$ cat config.mk
export PLATFORM = sky130hd
export DESIGN_NAME = ebr_div
export DESIGN_NICKNAME = d
export VERILOG_FILES = /design/src/rtl/core/ebr_pkg.sv /design/src/rtl/core/ebr_div.sv
export SDC_FILE = /design/constraint.sdc
export NUM_CORES = 1
export LEC_CHECK = 0
export ABC_AREA = 1
export BUFFER_PORTS_ARGS = -buffer_cell sky130_fd_sc_hd__buf_2
export CORE_MARGIN = 2
export CORE_UTILIZATION = 55
export CTS_BUF_LIST = sky130_fd_sc_hd__clkbuf_16
export DETAILED_ROUTE_END_ITERATION = 10
export PLACE_DENSITY = 0.83
export SLEW_MARGIN = 0
export SYNTH_ARGS = -nofsm -noshare
export SYNTH_HDL_FRONTEND = slang
export SYNTH_SLANG_ARGS = --single-unit
$ cat constraint.sdc
create_clock -name clk -period 4.2 [get_ports clk]
set_clock_uncertainty 0.15 [all_clocks]
set_input_delay 0.63 -clock clk [delete_from_list [all_inputs] [get_ports clk]]
set_output_delay 0.63 -clock clk [all_outputs]
set_load 0.05 [all_outputs]
$ cat src/rtl/core/ebr_pkg.sv
// Shared constants and types of the embedding-bag reduction engine.
`default_nettype none
package ebr_pkg;

    localparam int TABLE_ROWS = 4096;
    localparam int ROW_W      = $clog2(TABLE_ROWS);
    localparam int MAX_DIM    = 64;
    localparam int COL_W      = 6;
    localparam int DIM_W      = 7;
    localparam int MAX_BAG    = 64;
    localparam int LEN_W      = $clog2(MAX_BAG + 1);
    localparam int POS_SLOTS  = 64;
    localparam int SLOT_W     = $clog2(POS_SLOTS);
    localparam int ACC_W      = 48;
    localparam int ONE_Q412   = 4096;

    localparam logic [2:0] OP_WR_ELEM   = 3'd0;
    localparam logic [2:0] OP_WR_SB     = 3'd1;
    localparam logic [2:0] OP_WR_POS    = 3'd2;
    localparam logic [2:0] OP_LOOKUP    = 3'd3;
    localparam logic [2:0] OP_EMPTY_BAG = 3'd4;

    localparam logic [2:0] CFG_DIM     = 3'd0;
    localparam logic [2:0] CFG_ROWS    = 3'd1;
    localparam logic [2:0] CFG_NORM    = 3'd2;
    localparam logic [2:0] CFG_WMODE   = 3'd3;
    localparam logic [2:0] CFG_QUANT   = 3'd4;

    localparam logic [1:0] WMODE_ITEM = 2'd1;
    localparam logic [1:0] WMODE_POS  = 2'd2;

    typedef struct packed {
        logic             start;
        logic [ACC_W-1:0] dividend;
        logic [LEN_W-1:0] divisor;
    } div_req_t;

    typedef struct packed {
        logic             busy;
        logic             done;
        logic [ACC_W-1:0] quotient;
    } div_rsp_t;

endpackage
`default_nettype wire

$ cat src/rtl/core/ebr_div.sv
// Restoring divider, one quotient bit per cycle, for the bag mean.
`default_nettype none
module ebr_div (
    input  wire logic             clk,
    input  wire logic             rst_n,
    input  wire ebr_pkg::div_req_t req,
    output ebr_pkg::div_rsp_t      rsp
);

    localparam int CNT_W = $clog2(ebr_pkg::ACC_W);

    logic [ebr_pkg::ACC_W-1:0] dvd_reg;
    logic [ebr_pkg::LEN_W-1:0] div_reg;
    logic [ebr_pkg::LEN_W-1:0] rem_reg;
    logic [CNT_W-1:0]          cnt_reg;
    logic                      busy_reg;
    logic                      done_reg;
    logic [ebr_pkg::LEN_W:0]   trial;
    logic                      qbit;
    logic [ebr_pkg::LEN_W:0]   diff;

    assign trial = {rem_reg, dvd_reg[ebr_pkg::ACC_W-1]};
    assign qbit  = trial >= {1'b0, div_reg};
    assign diff  = trial - {1'b0, div_reg};

    always_ff @(posedge clk or negedge rst_n)
    begin
        if (!rst_n)
        begin
            busy_reg <= 1'b0;
            done_reg <= 1'b0;
            cnt_reg  <= '0;
        end
        else
        begin
            done_reg <= 1'b0;
            if (req.start)
            begin
                busy_reg <= 1'b1;
                cnt_reg  <= CNT_W'(ebr_pkg::ACC_W - 1);
            end
            else if (busy_reg)
            begin
                cnt_reg <= cnt_reg - 1'b1;
                if (cnt_reg == '0)
                begin
                    busy_reg <= 1'b0;
                    done_reg <= 1'b1;
                end
            end
        end
    end

    always_ff @(posedge clk)
    begin
        if (req.start)
        begin
            dvd_reg <= req.dividend;
            div_reg <= req.divisor;
            rem_reg <= '0;
        end
        else if (busy_reg)
        begin
            dvd_reg <= {dvd_reg[ebr_pkg::ACC_W-2:0], qbit};
            rem_reg <= qbit ? diff[ebr_pkg::LEN_W-1:0] : trial[ebr_pkg::LEN_W-1:0];
        end
    end

    assign rsp.busy     = busy_reg;
    assign rsp.done     = done_reg;
    assign rsp.quotient = dvd_reg;

endmodule
`default_nettype wire
==> flow_summary.yaml <==
cts:
  cts.path.max_buffers: 2
  clock_latency_ns: 0.33
  cts_setup_buffers: 0
  root_buffer: "clkbuf_16"
  cts_tree: "yes"
  cts_max_level: 3
  cts_made_buffers: 9
  hold_buffers: 1
  cts_resized: 0
  cts.sinks: 70
  cts.clk_slew.worst_paths_ns: 0.06
global_route:
  grt_pass1_vias: 2568
  grt_max_degree: 61
  grt.total_usage_pct: 22.7
  grt-ovfl-total: 0
  antenna_found_initial: 0
  grt_pass1_wl_um: 11500
pwr:
  power_leakage_nw: 2.20
  vdd_drop_max_uv: 322
  p_per_area_nw_per_um2: 546
run_status:
  status: "finished, final reports clean"
die:
  dieArea_sq_um: 6750
  design.portCount: 108
  die_h_um: 82.2
  core_area_sq_um: 5920
  die_w_um: 82.2
  num_rows: 28
  start_util_pct: 56.8
setup_path:
  arrival_ns: 2.03
  worstPathRequired_ns: 4.09
  r2r_slack_ns: 2.10
  cpMaxStageDelayCell: "inv_2"
  crit_path_max_incr_delay_ns: 0.51
  path_cells: "buf_2 > buf_4 > inv_2 > nor2_1 > a31oi_1"
  criticalPathCategory: "primary input to flop"
  worstPathMaxFanout: 60
  r2r_cells: 12
  cp-start-kind: "primary input"
  setup.worst_path.end_class: "flop"
layout:
  final_common_cell: "nand2_1"
  final_nets: 545
  syn_to_final_growth_pct: 26.8
  mostFrequentLayoutCells: "187 x nand2_1, 107 x buf_2, 55 x edfxtp_1"
  antennaDiodeCount: 0
  drive_above_1_share_pct: 28.2
  largest_register_ffs: 48
  final_util_pct: 72.0
synthesis:
  synth_xor_area_share_pct: 0.782
  synth.top_cell.area_share_pct: 49.1
  synth_top_family_by_area: "simple AND/OR/NAND/NOR gates"
  seq_area_frac_synth_pct: 59.3
  synth_adder_area_share_pct: 3.95
  syn_area_per_cell_sq_um: 9.08
  synthDistinctLibCells: 28
  synthMuxAreaShare_pct: 0
  synthTopCellsByArea: "edfxtp_1 49%, nand2_1 21%, dfrtp_1 6.0%"
  synth_area_sq_um: 3360
  synth-compound-area-share_pct: 2.49
  ys_warn_count: 0
  postSynthCellCount: 370
  ys_ff_latch: 70
  yosys.area.top_type: "edfxtp_1"
  yosys.area_share.simple_pct: 28.4
  synth_fp_nets: 438
place:
  portBuffers: 107
  hpwlAfterDp_um: 5120
  place_congestion: 0.895
sta:
  fmax_mhz: 466
  hold_viol: 0
  finalSetupViolCount: 0
  rsz0062_at_grt: "no"
  fin_setup_tns_ns: 0
  tightest_slew_ns: 1.05
  slew_violations: 0
  max_slew_margin_pct: 30.2
  layout_worst_path_cycle_share_pct: 51.1
  post-route-min-period_ns: 2.14
drt:
  drtIter0Drc: 219
  vias_per_cell: 5.07
  vias: 2823
  antenna_left: 0
  drc_errors: 0
  routedWlPerCell_um: 13.3
  drt-total-wl_um: 7400
  drt_first_pass_iters: 4
run:
  maxCapViolations: 0
worst_hold_path:
  hold_path_depth: 2
  hold_class: "flop to flop"
==> power by group <==
part / switching, mW / internal (mW) / total (mW)
Combinational: 0.441 / 0.200 / 0.640
Clock: 0.278 / 0.516 / 0.794
Sequential: 0.0532 / 0.837 / 0.890
Total: 0.772 / 1.55 / 2.32
==> worst paths after layout <==
kind | startpoint | end
min in group asynchronous | rst_n | cnt_reg[0]
max in group asynchronous | rst_n | busy_reg
worst min register to register | rem_reg[5] | rem_reg[5]
worst max-delay path | req[55] | dvd_reg[0]
worst min-delay path | rem_reg[5] | rem_reg[5]
worst max register to register | dvd_reg[47] | rem_reg[2]
==> per-stage QoR <==
stage	std cells	setup WS, ns	area, sq um	total power, mW	hold slack, ns
floorplan	370	1.79	3360	1.38	0.184
global placement	540	1.76	3940	1.51	0.309
detailed placement	540	1.72	3940	1.53	0.316
CTS	557	2.07	4260	2.33	0.325
global route	557	1.90	4260	2.43	0.319
finish	557	2.06	4260	2.32	0.325
==> per-layer routing <==
| layer | share of wire, % | wire length [um] | vias to the layer above | GRT usage, % |
|---|---|---|---|---|
| met5 | 0 | 0 | - | 0 |
| met4 | 0.49 | 36 | 0 | 6.00 |
| met3 | 8.4 | 620 | 4 | 6.41 |
| met2 | 48 | 3560 | 135 | 36.6 |
| met1 | 43 | 3180 | 1283 | 30.5 |
| li1 | - | - | 1401 | - |
==> worst max-delay path: cells and delay by family <==
family	cells	cell delay, ns
buf+inv	3	1.10
simple gates	1	0.22
compound gates	1	0.06
==> cell type report <==
class                           count  area, sq um
Clock inverter                      7         88.8
Timing Repair Buffer              109          553
Multi-Input combinational cell    257         1200
Inverter                           30          113
Sequential cell                    70         1990
Clock buffer                        9          225
Tap cell                           75         93.8
Fill cell                         436         1660
==> synthesized netlist by cell type, drive strengths merged <==
cell type and instances:
nand2 188, edfxtp 55, inv 30, nand3 18, nor2 15, clkbuf 10
ha 9, dfrtp 8, dfxtp 7, o21ai 6, a21oi 5, nand3b 5
buf 3, xor2 3, nand4 2, nor3 2, a22oi 1, a31oi 1
fa 1, or2 1
==> logic make-up after synthesis <==
logic type      Yosys count
compound gates           13
xor+xnor                  3
fa+ha+maj                10
simple gates            231
buf+inv                  43
flops                    70
(Power assumes the default switching activity.)
