==> src/rtl/core/ebr_ram.sv <==
// Generic single-write, single-read synchronous RAM with registered read data.
`default_nettype none
module ebr_ram #(
    parameter int WIDTH = 16,
    parameter int DEPTH = 64
) (
    input  wire logic                     clk,
    input  wire logic                     we,
    input  wire logic [$clog2(DEPTH)-1:0] waddr,
    input  wire logic [WIDTH-1:0]         wdata,
    input  wire logic [$clog2(DEPTH)-1:0] raddr,
    output logic      [WIDTH-1:0]         rdata
);

    logic [WIDTH-1:0] mem [DEPTH];

    always_ff @(posedge clk)
    begin
        if (we)
        begin
            mem[waddr] <= wdata;
        end
        rdata <= mem[raddr];
    end

endmodule
`default_nettype wire

==> config.mk <==
export PLATFORM = sky130hd
export DESIGN_NAME = ebr_ram
export DESIGN_NICKNAME = d
export VERILOG_FILES = /design/src/rtl/core/ebr_ram.sv
export SDC_FILE = /design/constraint.sdc
export NUM_CORES = 1
export LEC_CHECK = 0
export CORE_MARGIN = 2
export CORE_UTILIZATION = 34
export CTS_CLUSTER_SIZE = 40
export DETAILED_ROUTE_END_ITERATION = 10
export DONT_BUFFER_PORTS = 1
export HOLD_SLACK_MARGIN = 0.12
export RECOVER_POWER = 100
export SYNTH_ARGS = -nofsm -noshare
export SYNTH_HDL_FRONTEND = slang
export SYNTH_SLANG_ARGS = --single-unit
==> constraint.sdc <==
create_clock -name clk -period 2.4 [get_ports clk]
set_input_delay 0.48 -clock clk [delete_from_list [all_inputs] [get_ports clk]]
set_output_delay 0.48 -clock clk [all_outputs]
set_load 0.05 [all_outputs]
==> metrics.txt <==
# TYPE chip_impl_metric gauge
chip_impl_info{name="run_status",value="finished with violations"} 1
chip_impl_info{name="failed_checks",value="capacitance limit, slew limit"} 1
chip_impl_metric{name="first_global_vias",unit=""} 19500
chip_impl_metric{name="synthesized_cell_area",unit="µm²"} 40000
chip_impl_metric{name="period_share",unit="%"} 93.6
chip_impl_metric{name="wl_met3",unit="µm"} 7130
chip_impl_metric{name="detail_route.wirelength",unit="µm"} 97800
chip_impl_metric{name="maximum_number_of_pins_on_one_net_before_global_route_repair",unit=""} 261
chip_impl_metric{name="die_height",unit="µm"} 347
chip_impl_metric{name="yosys-mux-area-fraction",unit="%"} 15.5
chip_impl_metric{name="coreArea",unit="µm²"} 117000
chip_impl_metric{name="synthesis.nets",unit=""} 1859
chip_impl_metric{name="adder_cell_share_of_the_synthesized_area",unit="%"} 0
chip_impl_info{name="clock_tree.root_cell",value="sky130_fd_sc_hd__clkbuf_16"} 1
chip_impl_metric{name="core.rowCount",unit=""} 125
chip_impl_metric{name="powerDensity",unit="nW/µm²"} 835
chip_impl_metric{name="yosysWarningCount",unit=""} 0
chip_impl_info{name="synth.top_cells.by_area",value="sky130_fd_sc_hd__edfxtp_1 (77%), sky130_fd_sc_hd__mux4_2 (12%), sky130_fd_sc_hd__mux2i_1 (2.1%), sky130_fd_sc_hd__dfxtp_1 (0.80%), sky130_fd_sc_hd__mux2_2 (0.76%)"} 1
chip_impl_metric{name="multiInputGateArea",unit="µm²"} 8240
chip_impl_metric{name="grt_pass1_wl",unit="µm"} 140000
chip_impl_metric{name="grt_antenna_before_repair",unit=""} 3
chip_impl_metric{name="power.leakage",unit="µW"} 0.0140
chip_impl_metric{name="synth_top_area_share",unit="%"} 76.8
chip_impl_metric{name="post_cts_repair_timing_setup_buffer_count",unit=""} 0
chip_impl_info{name="crit_path_end",value="rdata[9]"} 1
chip_impl_metric{name="cts-htree-levels",unit=""} 3
chip_impl_info{name="crit_path_start_kind",value="input port"} 1
chip_impl_metric{name="ff_latch_area",unit="µm²"} 31100
chip_impl_metric{name="via_per_inst",unit=""} 5.32
chip_impl_info{name="dominant_combinational_cell_family_by_area_after_synthesis",value="multiplexers"} 1
chip_impl_metric{name="final_max_slew_viol_count",unit=""} 845
chip_impl_info{name="kind_of_path_behind_the_tightest_hold_check",value="input port to flop"} 1
chip_impl_metric{name="hpwl_after_detailed_placement",unit="µm"} 55400
chip_impl_info{name="synthFlopType",value="sky130_fd_sc_hd__edfxtp_1"} 1
chip_impl_metric{name="grt_overflow_total",unit=""} 0
chip_impl_metric{name="syn2layout_area_growth",unit="%"} 13.3
chip_impl_info{name="worst_r2r_endpoint",value="rdata[9]"} 1
chip_impl_metric{name="drt_first_iter_violations",unit=""} 2170
chip_impl_info{name="yosysTopAreaCell",value="sky130_fd_sc_hd__edfxtp_1"} 1
chip_impl_metric{name="worst-slew-pin-transition",unit="ns"} 1.66
chip_impl_metric{name="cts_inserted_buffers",unit=""} 102
chip_impl_metric{name="final_period_minus_worst_setup_slack",unit="ns"} 2.25
chip_impl_metric{name="vdd.ir_drop.worst",unit="V"} 0.000625
chip_impl_metric{name="synth-async-reset-ratio",unit="%"} 0
chip_impl_metric{name="top_level_ports",unit=""} 46
chip_impl_metric{name="synth_sequential_area_ratio",unit="%"} 77.6
chip_impl_metric{name="wl_met2",unit="µm"} 47300
chip_impl_metric{name="finalNetCount",unit=""} 2007
chip_impl_metric{name="worstSkewPairLatency",unit="ns"} 0.68
chip_impl_info{name="tritoncts",value="done"} 1
chip_impl_metric{name="finish.instance_area",unit="µm²"} 45400
chip_impl_metric{name="design_power_total",unit="µW"} 37900
chip_impl_metric{name="depth_of_the_worst_register_to_register_path",unit=""} 5
chip_impl_metric{name="synth_enable_flop_cells",unit=""} 1024
chip_impl_metric{name="cts.reportedPaths.clkPinSlew",unit="ns"} 0.06
chip_impl_metric{name="drt_first_pass_iters",unit=""} 6
chip_impl_metric{name="worstPathRequired",unit="ns"} 2.93
chip_impl_info{name="critical_path.reg2reg.startpoint",value="mem[7][9]"} 1
chip_impl_metric{name="relSlewSlack",unit="%"} -11.0
chip_impl_metric{name="via_count",unit=""} 19100
chip_impl_metric{name="synth-seq-cells",unit=""} 1040
chip_impl_info{name="yosysMostFrequentCell",value="sky130_fd_sc_hd__edfxtp_1"} 1
chip_impl_metric{name="synth_area_per_cell",unit="µm²"} 21.9
chip_impl_info{name="crit_path_end_kind",value="flop"} 1
chip_impl_metric{name="synthSimpleGateAreaFrac",unit="%"} 2.65
chip_impl_metric{name="initial_core_util",unit="%"} 34.4
chip_impl_info{name="yosys-top-cells-count",value="sky130_fd_sc_hd__edfxtp_1 (1024), sky130_fd_sc_hd__mux4_2 (220), sky130_fd_sc_hd__mux2i_1 (85)"} 1
chip_impl_metric{name="io_buffers",unit=""} 0
chip_impl_metric{name="drive_above_1_share",unit="%"} 22.5
chip_impl_metric{name="max-clock-path-buffers",unit=""} 3
chip_impl_metric{name="detail-route-antenna-nets",unit=""} 0
chip_impl_metric{name="globalplace.congestion",unit=""} 0.830
chip_impl_metric{name="crit_arrival",unit="ns"} 2.77
chip_impl_metric{name="avgRoutedWirePerCell",unit="µm"} 27.2
chip_impl_metric{name="numClockSinks",unit=""} 1040
chip_impl_metric{name="synth_xor_xnor_area_share",unit="%"} 0
chip_impl_metric{name="wl_met1",unit="µm"} 41200
chip_impl_info{name="crit_start",value="raddr[0]"} 1
chip_impl_metric{name="finalClockSkew",unit="ns"} 0.0301
chip_impl_metric{name="cap_viol_max_count",unit=""} 13
chip_impl_metric{name="final-setup-viol-count",unit=""} 0
chip_impl_info{name="rsz0062_at_grt",value="no"} 1
chip_impl_metric{name="ys_types",unit=""} 43
chip_impl_metric{name="filler_cell_count",unit=""} 10300
chip_impl_metric{name="floorplan.die_area",unit="µm²"} 121000
chip_impl_metric{name="placedInstanceArea",unit="µm²"} 42400
chip_impl_metric{name="fmax",unit="GHz"} 0.445
chip_impl_metric{name="die_w",unit="µm"} 347
chip_impl_metric{name="critPathMaxFanout",unit=""} 260
chip_impl_metric{name="synth_compound_gate_area_share",unit="%"} 2.41
chip_impl_metric{name="remaining_drc_errors",unit=""} 0
chip_impl_info{name="highest-signal-layer",value="met5"} 1
chip_impl_metric{name="postSynthCellCount",unit=""} 1829
chip_impl_metric{name="track_usage",unit="%"} 16.0
chip_impl_info{name="path_class",value="input port to flop"} 1
chip_impl_metric{name="hold_viol",unit=""} 0
chip_impl_metric{name="reg2reg_setup_slack",unit="ns"} 0.16
## per-layer routing
metal	vias to the layer above	global-route usage (%)
met5	-	0
met4	4	4.12
met3	129	3.54
met2	647	25.8
met1	10400	22.0
li1	7984	-
## power breakdown
| part | leakage [µW] | total [µW] | internal [µW] | switching [µW] |
|---|---|---|---|---|
| clock | 0.00167 | 16100 | 9260 | 6830 |
| sequential | 0.00935 | 20300 | 20100 | 215 |
| combinational | 0.00299 | 1470 | 624 | 850 |
| total | 0.0140 | 37900 | 30000 | 7890 |
## worst min path at each step
stage | from | to | slack, ns | depth (start not counted)
global route | raddr[5] | rdata[15] | 0.15 | 2
finish | raddr[5] | rdata[15] | 0.18 | 2
CTS | raddr[5] | rdata[15] | 0.13 | 2
detailed placement | wdata[1] | mem[51][1] | 0.59 | 0
floorplan | wdata[0] | mem[0][0] | 0.58 | 0
global placement | wdata[9] | mem[48][9] | 0.59 | 0
## cells in the final DEF, fill, tap and decap left out, drive strengths merged, types with 5 or more instances in the layout
cell       n
nand3     24
a31oi      8
a22oi     39
edfxtp  1024
o21ai      8
bufinv    11
a221oi    16
dfxtp     16
a221o      6
nand4     12
clkbuf   231
inv        6
a211oi     8
a22o       6
mux4     224
mux2i     85
a41oi      5
and4       5
a21oi     17
clkinv    45
buf       43
nor2b     30
a311oi     8
nor2      74
a211o      8
nand2     60
mux2      27
## final cells by class
cell class                 instances  share of cell area, %
clock inverter                    64                   1.49
clock buffer                     129                   5.98
antenna                            1                0.00551
tap                             1524                   4.20
timing repair buffer             148                   1.70
multi-input combinational        685                   18.2
sequential                      1040                   68.5
## worst max-delay path, stage by stage
cell and delay, ns:
sky130_fd_sc_hd__mux4_2 0.69, sky130_fd_sc_hd__mux2i_1 0.45, sky130_fd_sc_hd__a22oi_1 0.14, sky130_fd_sc_hd__a31oi_1 0.56, sky130_fd_sc_hd__a311oi_1 0.12
## kinds of logic (layout without fill, tap and decap cells)
| logic type | after synthesis | count (layout) |
|---|---|---|
| flops | 1040 | 1040 |
| mux | 336 | 336 |
| simple gates | 220 | 220 |
| compound gates | 129 | 129 |
| buf+inv | 104 | 341 |
| other cells | 0 | 1 |
## stage by stage
stage                     utilization (%)  worst slack (ns)  std cells  setup TNS, ns  hold WS [ns]
after floorplan                         -           -0.0378       1829          -4.39         0.579
after global placement               36.4            -0.128       3378         -0.177         0.589
after detailed placement             36.4            -0.215       3378         -0.387         0.587
after CTS                            39.7             0.160       3590              0         0.131
after global routing                 38.9             0.119       3590              0         0.147
final                                38.9             0.154       3591              0         0.181
## flip-flops by register name, indices dropped and copies added (netlist names)
register	flops
mem	1024
rdata	16
## timing repair
item                                     CTS  global route
endpoints found under the hold margin   1032             0
hold buffers                              19             0
resized for setup                          0             0
endpoints found under the setup margin     0             0
(Power assumes the default switching activity.)
